## config.mk

```make
export PLATFORM = sky130hd
export DESIGN_NAME = shortest_job_first_queue_flat
export DESIGN_NICKNAME = d
export VERILOG_FILES = /design/src/rtl/core/sjfq_pkg.sv /design/src/rtl/core/sjfq_if.sv /design/src/rtl/core/sjfq_cell.sv /design/src/rtl/core/shortest_job_first_queue.sv /design/src/flat_wrapper.sv
export SDC_FILE = /design/constraint.sdc
export NUM_CORES = 2
export LEC_CHECK = 0
export BUFFER_PORTS_ARGS = -buffer_cell sky130_fd_sc_hd__buf_2
export CAP_MARGIN = 20
export CORE_MARGIN = 5
export CORE_UTILIZATION = 43
export CTS_BUF_LIST = sky130_fd_sc_hd__clkbuf_4 sky130_fd_sc_hd__clkbuf_8
export CTS_CLUSTER_DIAMETER = 40
export CTS_CLUSTER_SIZE = 10
export DETAILED_ROUTE_END_ITERATION = 16
export PLACE_DENSITY_LB_ADDON = 0.12
export SETUP_SLACK_MARGIN = 0.2
export SLEW_MARGIN = 30
export SYNTH_ARGS = -nofsm -noshare
export SYNTH_HDL_FRONTEND = slang
export SYNTH_HIERARCHICAL = 1
export SYNTH_SLANG_ARGS = --single-unit
```

## constraint.sdc

```tcl
create_clock -name clk_i -period 9.75 [get_ports clk_i]
set_input_delay 1.95 -clock clk_i [delete_from_list [all_inputs] [get_ports clk_i]]
set_output_delay 1.95 -clock clk_i [all_outputs]
set_load 0.03 [all_outputs]
```

## src/rtl/core/sjfq_pkg.sv

```systemverilog
// Package for the shortest-job-first queue.
// Holds the field widths, command and status codes, and the cell entry and control types.
// No dependencies.
`timescale 1ns / 1ps

package sjfq_pkg;

  // Field widths of the input and result beats.
  localparam int unsigned LenW   = 31;
  localparam int unsigned TagW   = 16;
  localparam int unsigned StatW  = 2;
  localparam int unsigned CountW = 5;

  // Default number of queue cells.
  localparam int unsigned QueueDepthDefault = 16;

  // Command codes.
  localparam logic CMD_INSERT = 1'b0;
  localparam logic CMD_POP    = 1'b1;

  // Status codes.
  localparam logic [StatW-1:0] ST_DONE  = 2'd0;
  localparam logic [StatW-1:0] ST_FULL  = 2'd1;
  localparam logic [StatW-1:0] ST_EMPTY = 2'd2;

  // Contents of one queue cell.
  typedef struct packed {
    logic            valid;
    logic [LenW-1:0] len;
    logic [TagW-1:0] tag;
  } entry_t;

  // Operation broadcast to every cell in a cycle.
  typedef struct packed {
    logic            ins;
    logic            pop;
    logic [LenW-1:0] len;
    logic [TagW-1:0] tag;
  } cell_ctrl_t;

endpackage

```

## src/rtl/core/sjfq_if.sv

```systemverilog
// Handshake channels of the shortest-job-first queue.
// Depends on sjfq_pkg for the field widths.
`timescale 1ns / 1ps

// Input channel: one insert or pop command per beat.
interface sjfq_in_if import sjfq_pkg::*; ();
  logic            valid;
  logic            ready;
  logic            cmd;
  logic [LenW-1:0] job_length;
  logic [TagW-1:0] job_tag;

  modport source (output valid, cmd, job_length, job_tag, input ready);
  modport sink   (input valid, cmd, job_length, job_tag, output ready);
endinterface

// Result channel: one result beat per command.
interface sjfq_out_if import sjfq_pkg::*; ();
  logic              valid;
  logic              ready;
  logic [StatW-1:0]  status;
  logic              popped_valid;
  logic [LenW-1:0]   popped_length;
  logic [TagW-1:0]   popped_tag;
  logic [CountW-1:0] job_count;

  modport source (output valid, status, popped_valid, popped_length, popped_tag,
                  job_count, input ready);
  modport sink   (input valid, status, popped_valid, popped_length, popped_tag,
                  job_count, output ready);
endinterface

```

## src/rtl/core/sjfq_cell.sv

```systemverilog
// One cell of the sorted queue chain.
// Depends on sjfq_pkg for the entry and control types.
`timescale 1ns / 1ps

module sjfq_cell import sjfq_pkg::*; (
  input  logic       clk_i,
  input  logic       rst_ni,
  input  cell_ctrl_t ctrl_i,
  input  entry_t     left_i,
  input  logic       left_gt_i,
  input  entry_t     right_i,
  output entry_t     entry_o,
  output logic       gt_o
);

  entry_t          entry_q, entry_d;
  logic            valid_q;
  logic [LenW-1:0] len_q;
  logic [TagW-1:0] tag_q;

  // Current contents assembled from the separately clocked registers.
  assign entry_q = {valid_q, len_q, tag_q};

  // The new job belongs in front of this cell when the cell is empty or
  // holds a strictly longer job; equal lengths stay ahead of the new job.
  assign gt_o = !entry_q.valid || (entry_q.len > ctrl_i.len);

  // Insert: shift right from the left neighbor, or take the new job at the
  // boundary. Pop: shift left from the right neighbor.
  always_comb begin
    entry_d = entry_q;
    if (ctrl_i.ins && gt_o) begin
      if (left_gt_i) begin
        entry_d = left_i;
      end else begin
        entry_d.valid = 1'b1;
        entry_d.len   = ctrl_i.len;
        entry_d.tag   = ctrl_i.tag;
      end
    end else if (ctrl_i.pop) begin
      entry_d = right_i;
    end
  end

  // Valid bit is control state and is cleared by reset.
  always_ff @(posedge clk_i or negedge rst_ni) begin
    if (!rst_ni) begin
      valid_q <= 1'b0;
    end else begin
      valid_q <= entry_d.valid;
    end
  end

  // Payload needs no reset.
  always_ff @(posedge clk_i) begin
    len_q <= entry_d.len;
    tag_q <= entry_d.tag;
  end

  assign entry_o = entry_q;

endmodule

```

## src/rtl/core/shortest_job_first_queue.sv

```systemverilog
// Top level of the shortest-job-first queue: a chain of sorted cells and a
// registered result stage. Depends on sjfq_pkg, sjfq_if and sjfq_cell.
//
//  Channel | Dir | Beat contents
//  in_i    | in  | cmd, job_length, job_tag
//  out_o   | out | status, popped_valid, popped_length, popped_tag, job_count
//
// For each command, every cell compares its key with the new length in
// parallel and moves one place in the same cycle, so a new beat is accepted
// every cycle while the result register is free or being drained.
// The result is registered and appears in the cycle after its command is accepted.
// Reset clears all cell valid bits and the count; the queue is empty after it.
// A stalled result holds the input off until it is taken.
`timescale 1ns / 1ps

module shortest_job_first_queue import sjfq_pkg::*; #(
  parameter int unsigned QueueDepth = QueueDepthDefault
) (
  input  logic          clk_i,
  input  logic          rst_ni,
  sjfq_in_if.sink       in_i,
  sjfq_out_if.source    out_o
);

  localparam int unsigned OccW = $clog2(QueueDepth + 1);

  entry_t                 cells   [QueueDepth];
  logic   [QueueDepth-1:0] gt;
  cell_ctrl_t             ctrl;
  logic                   accept;
  logic                   full;
  logic                   empty;
  logic   [OccW-1:0]      occ_q, occ_d;
  logic   [OccW+CountW-1:0] occ_wide;
  entry_t                 no_entry;

  // Result register.
  logic              res_valid_q;
  logic [StatW-1:0]  status_q, status_d;
  logic              pv_q, pv_d;
  logic [LenW-1:0]   plen_q, plen_d;
  logic [TagW-1:0]   ptag_q, ptag_d;
  logic [CountW-1:0] cnt_q, cnt_d;

  // Input is taken whenever the result register is free or drains this cycle.
  assign in_i.ready = !res_valid_q || out_o.ready;
  assign accept     = in_i.valid && in_i.ready;

  assign full  = cells[QueueDepth-1].valid;
  assign empty = !cells[0].valid;

  // Operation broadcast to the chain.
  always_comb begin
    ctrl.ins = accept && (in_i.cmd == CMD_INSERT) && !full;
    ctrl.pop = accept && (in_i.cmd == CMD_POP) && !empty;
    ctrl.len = in_i.job_length;
    ctrl.tag = in_i.job_tag;
  end

  assign no_entry = '0;

  // Chain of cells, each linked to both neighbors.
  for (genvar i = 0; i < QueueDepth; i++) begin : g_cell
    entry_t left_e;
    entry_t right_e;
    logic   left_gt;

    if (i == 0) begin : g_head
      assign left_e  = no_entry;
      assign left_gt = 1'b0;
    end else begin : g_mid
      assign left_e  = cells[i-1];
      assign left_gt = gt[i-1];
    end

    if (i == QueueDepth - 1) begin : g_tail
      assign right_e = no_entry;
    end else begin : g_body
      assign right_e = cells[i+1];
    end

    sjfq_cell u_cell (
      .clk_i     (clk_i),
      .rst_ni    (rst_ni),
      .ctrl_i    (ctrl),
      .left_i    (left_e),
      .left_gt_i (left_gt),
      .right_i   (right_e),
      .entry_o   (cells[i]),
      .gt_o      (gt[i])
    );
  end

  // Occupancy count.
  always_comb begin
    occ_d = occ_q;
    if (ctrl.ins) begin
      occ_d = occ_q + OccW'(1);
    end else if (ctrl.pop) begin
      occ_d = occ_q - OccW'(1);
    end
  end

  assign occ_wide = {{CountW{1'b0}}, occ_d};

  // Result of the accepted command.
  always_comb begin
    status_d = ST_DONE;
    pv_d     = 1'b0;
    plen_d   = '0;
    ptag_d   = '0;
    if (in_i.cmd == CMD_INSERT) begin
      if (full) begin
        status_d = ST_FULL;
      end
    end else begin
      if (empty) begin
        status_d = ST_EMPTY;
      end else begin
        pv_d   = 1'b1;
        plen_d = cells[0].len;
        ptag_d = cells[0].tag;
      end
    end
    cnt_d = occ_wide[CountW-1:0];
  end

  // Control registers.
  always_ff @(posedge clk_i or negedge rst_ni) begin
    if (!rst_ni) begin
      occ_q       <= '0;
      res_valid_q <= 1'b0;
    end else begin
      occ_q <= occ_d;
      if (accept) begin
        res_valid_q <= 1'b1;
      end else if (out_o.ready) begin
        res_valid_q <= 1'b0;
      end
    end
  end

  // Result payload.
  always_ff @(posedge clk_i) begin
    if (accept) begin
      status_q <= status_d;
      pv_q     <= pv_d;
      plen_q   <= plen_d;
      ptag_q   <= ptag_d;
      cnt_q    <= cnt_d;
    end
  end

  assign out_o.valid         = res_valid_q;
  assign out_o.status        = status_q;
  assign out_o.popped_valid  = pv_q;
  assign out_o.popped_length = plen_q;
  assign out_o.popped_tag    = ptag_q;
  assign out_o.job_count     = cnt_q;

endmodule

```

## src/flat_wrapper.sv

```systemverilog
// flat-port wrapper written by rule: the top's interface ports become plain ports
module shortest_job_first_queue_flat import sjfq_pkg::*;
#(
  parameter int unsigned QueueDepth = QueueDepthDefault
)
  (clk_i, rst_ni, in_i_valid, in_i_cmd, in_i_job_length, in_i_job_tag, in_i_ready, out_o_valid, out_o_status, out_o_popped_valid, out_o_popped_length, out_o_popped_tag, out_o_job_count, out_o_ready);
  sjfq_in_if in_i_i ();
  sjfq_out_if out_o_i ();
  input  logic clk_i;
  input  logic rst_ni;
  input wire logic [$bits(in_i_i.valid)-1:0] in_i_valid;
  input wire logic [$bits(in_i_i.cmd)-1:0] in_i_cmd;
  input wire logic [$bits(in_i_i.job_length)-1:0] in_i_job_length;
  input wire logic [$bits(in_i_i.job_tag)-1:0] in_i_job_tag;
  output wire logic [$bits(in_i_i.ready)-1:0] in_i_ready;
  output wire logic [$bits(out_o_i.valid)-1:0] out_o_valid;
  output wire logic [$bits(out_o_i.status)-1:0] out_o_status;
  output wire logic [$bits(out_o_i.popped_valid)-1:0] out_o_popped_valid;
  output wire logic [$bits(out_o_i.popped_length)-1:0] out_o_popped_length;
  output wire logic [$bits(out_o_i.popped_tag)-1:0] out_o_popped_tag;
  output wire logic [$bits(out_o_i.job_count)-1:0] out_o_job_count;
  input wire logic [$bits(out_o_i.ready)-1:0] out_o_ready;
  assign in_i_i.valid = in_i_valid;
  assign in_i_i.cmd = in_i_cmd;
  assign in_i_i.job_length = in_i_job_length;
  assign in_i_i.job_tag = in_i_job_tag;
  assign in_i_ready = in_i_i.ready;
  assign out_o_valid = out_o_i.valid;
  assign out_o_status = out_o_i.status;
  assign out_o_popped_valid = out_o_i.popped_valid;
  assign out_o_popped_length = out_o_i.popped_length;
  assign out_o_popped_tag = out_o_i.popped_tag;
  assign out_o_job_count = out_o_i.job_count;
  assign out_o_i.ready = out_o_ready;
  shortest_job_first_queue #(.QueueDepth(QueueDepth)) u_core (.clk_i(clk_i), .rst_ni(rst_ni), .in_i(in_i_i), .out_o(out_o_i));
endmodule
```

==> impl_metrics.toml <==
[status]
outcome = "completed"

[clocking]
clkTransAtPathRegs_ns = 0.06
cts_setup_buffers = 0
cts_resized = 0
insertion_delay_ns = 0.86
postCtsHoldBufs = 0
cts_tree = "yes"
root_buffer = "clkbuf_8"
clockBufferDepth = 3
htreeDepth = 4
cts_made_buffers = 163
clock_sinks = 829

[setup_path]
cp_slowest_stage_delay_ns = 0.58
crit_path_frequent_cell = "buf_4"
critPathCaptureType = "register"
path_buf_inv = 4
path_delay_family = "buffers and inverters"
slowest_stage = "nor4_2"
critPathMaxFanout = 47
startpoint_type = "primary input"
path_cells = "buf_2 > inv_1 > ha_1 > nand4_2 > nor4_2 > o21ai_1 > nand2_1 > nand4_4 > buf_4 > nand2b_2 > buf_4"
worstPathRequired_ns = 10.23
crit_type = "in -> reg"
cp_data_arrival_time_ns = 5.63

[die]
ioPinCount = 109
die_h_um = 372.9
coreArea_mm2 = 0.1311
initial_core_util = 0.4318
num_rows = 133
die_area_mm2 = 0.1390
die_width_um = 372.9

[global_route]
grt_max_degree = 80
antenna_found_initial = 4
grt_pass1_vias = 38379
use_met1 = 0.2940
grt_use_total = 0.1936
grt_pass1_wl_mm = 218.8
grt_busiest_layer = "met1"
use_met3 = 0.02983
use_met2 = 0.2864
grt-ovfl-total = 0

[timing]
fmax_ghz = 0.1939
worst_slack_ns = 4.592
maxSlewViolCount = 0
final.setup_skew_ns = 0.02911
finalCritPeriodShare = 0.5290
final-setup-viol-count = 0
slew_headroom = 0.4233
worstMarginPinSlew_ns = 0.8651
hold_viol = 0
tns_ns = 0
fin_crit_ns = 5.158
rsz0062_at_grt = "no"
hold_ws_ns = 0.4579

[detailed_routing]
wl_per_cell_um = 19.27
drtIter0Drc = 2497
post_drt_via_cell_ratio = 5.261
drc = 0
first_pass_iters = 7
vias = 37598
ant_nets = 0
routed_wl_mm = 137.7

[finish]
final_area_mm2 = 0.06270
fill_cells = 12264
final_nets = 5802
drive_gt1_frac = 0.2915
area_growth_pct = 10.73
finish.utilization = 0.4782

[power]
p_leak_uw = 0.02572
ir_worst_vdd_uv = 182.2
power.density_mw_per_mm2 = 221.1

[job]
drv_cap = 0

[place]
place.gp.congestion = 0.8272
port_buffers = 108
placedInstanceArea_mm2 = 0.05896
place_ws_ns = 3.741
hpwl_mm = 104.4

[hold_path]
hp-class = "reg -> reg"

[yosys]
yosysWarnings = 6
synth_cells = 5060
synthesis.area_mm2 = 0.05662
syn_avg_cell_area_um2 = 11.19
## where the power goes
group / leakage, uW / internal (uW) / switching (uW)
Sequential: 0.00769 / 4740 / 451
Clock: 0.00188 / 2340 / 1690
Combinational: 0.0161 / 1920 / 2710
## placed cells by master, fill, tap and decap left out, types with 16 or more instances in the layout
cell	instances
mux2_2	896
edfxtp_1	807
nand2_1	627
o21ai_0	580
inv_1	502
ha_1	498
a21oi_1	198
clkbuf_8	172
mux2_4	128
buf_2	108
conb_1	102
nand4_1	83
buf_4	53
and3_1	47
nor3_1	43
nand3_1	36
nor2_1	35
nor2b_1	30
a211oi_1	28
mux2i_1	28
clkinv_2	25
clkinv_1	23
clkbuf_4	23
bufinv_16	22
dfrtp_1	22
clkinvlp_4	18
nand3b_1	18
nand4_2	18
nor4_1	16
o21ai_1	16
## final timing paths
kind                       depth (start not counted)                       startpoint                           endpoint  slack, ns
setup / recovery                                  11              in_i_job_length[29]  u_core/g_cell[0].u_cell/len_q[10]       4.59
hold reg to reg                                    1                  u_core/occ_q[4]                    u_core/occ_q[4]       0.46
max in group asynchronous                          1                           rst_ni                    u_core/occ_q[4]       8.01
setup reg to reg                                   9  u_core/g_cell[0].u_cell/valid_q  u_core/g_cell[0].u_cell/len_q[10]       5.69
min in group asynchronous                          1                           rst_ni   u_core/g_cell[15].u_cell/valid_q       1.15
hold / removal                                     1                  u_core/occ_q[4]                    u_core/occ_q[4]       0.46
## flip-flops by register name, indices dropped and copies added (netlist names)
name	count
u_core/out_o.job_count	5
u_core/out_o.popped_valid	1
u_core/out_o.status	2
u_core/g_cell.u_cell/valid_q	16
u_core/occ_q	5
u_core/g_cell.u_cell/tag_q	256
u_core/out_o.popped_tag	16
u_core/g_cell.u_cell/len_q	496
u_core/out_o.popped_length	31
u_core/out_o.valid	1
## metrics by stage
step | total power, uW | std cells
final | 13860 | 7146
after global routing | 14770 | 7146
after CTS | 14020 | 7144
after detailed placement | 9888 | 6841
after global placement | 9815 | 6841
after floorplan | 8656 | 5161
## layer usage
metal  wire length [um]  up-vias
li1                   -    18849
met1              71750    17802
met2              57020      737
met3               5752      210
met4               3171        0
met5                  0        -
## final cells by class
class | count | area, um2 | share of cell area
Sequential cell | 829 | 24780 | 0.3953
Multi-Input combinational cell | 3593 | 29150 | 0.4649
Antenna cell | 1 | 2.502 | 0.00003991
Tap cell | 1755 | 2196 | 0.03502
Clock inverter | 108 | 1182 | 0.01886
Clock buffer | 195 | 2540 | 0.04051
Inverter | 503 | 1888 | 0.03011
Timing Repair Buffer | 162 | 958.4 | 0.01529
## worst register-to-register path, stage by stage, from the launching register on
cell and delay [ns]:
dfrtp_1 0.80, buf_4 0.40, nor2b_1 0.18, o21ai_0 0.12, a2111oi_2 0.58, nand4_1 0.26
nand4_4 0.45, buf_4 0.46, nand2b_2 0.10, buf_4 0.31
Note: power is estimated with default switching activity, not from simulation.
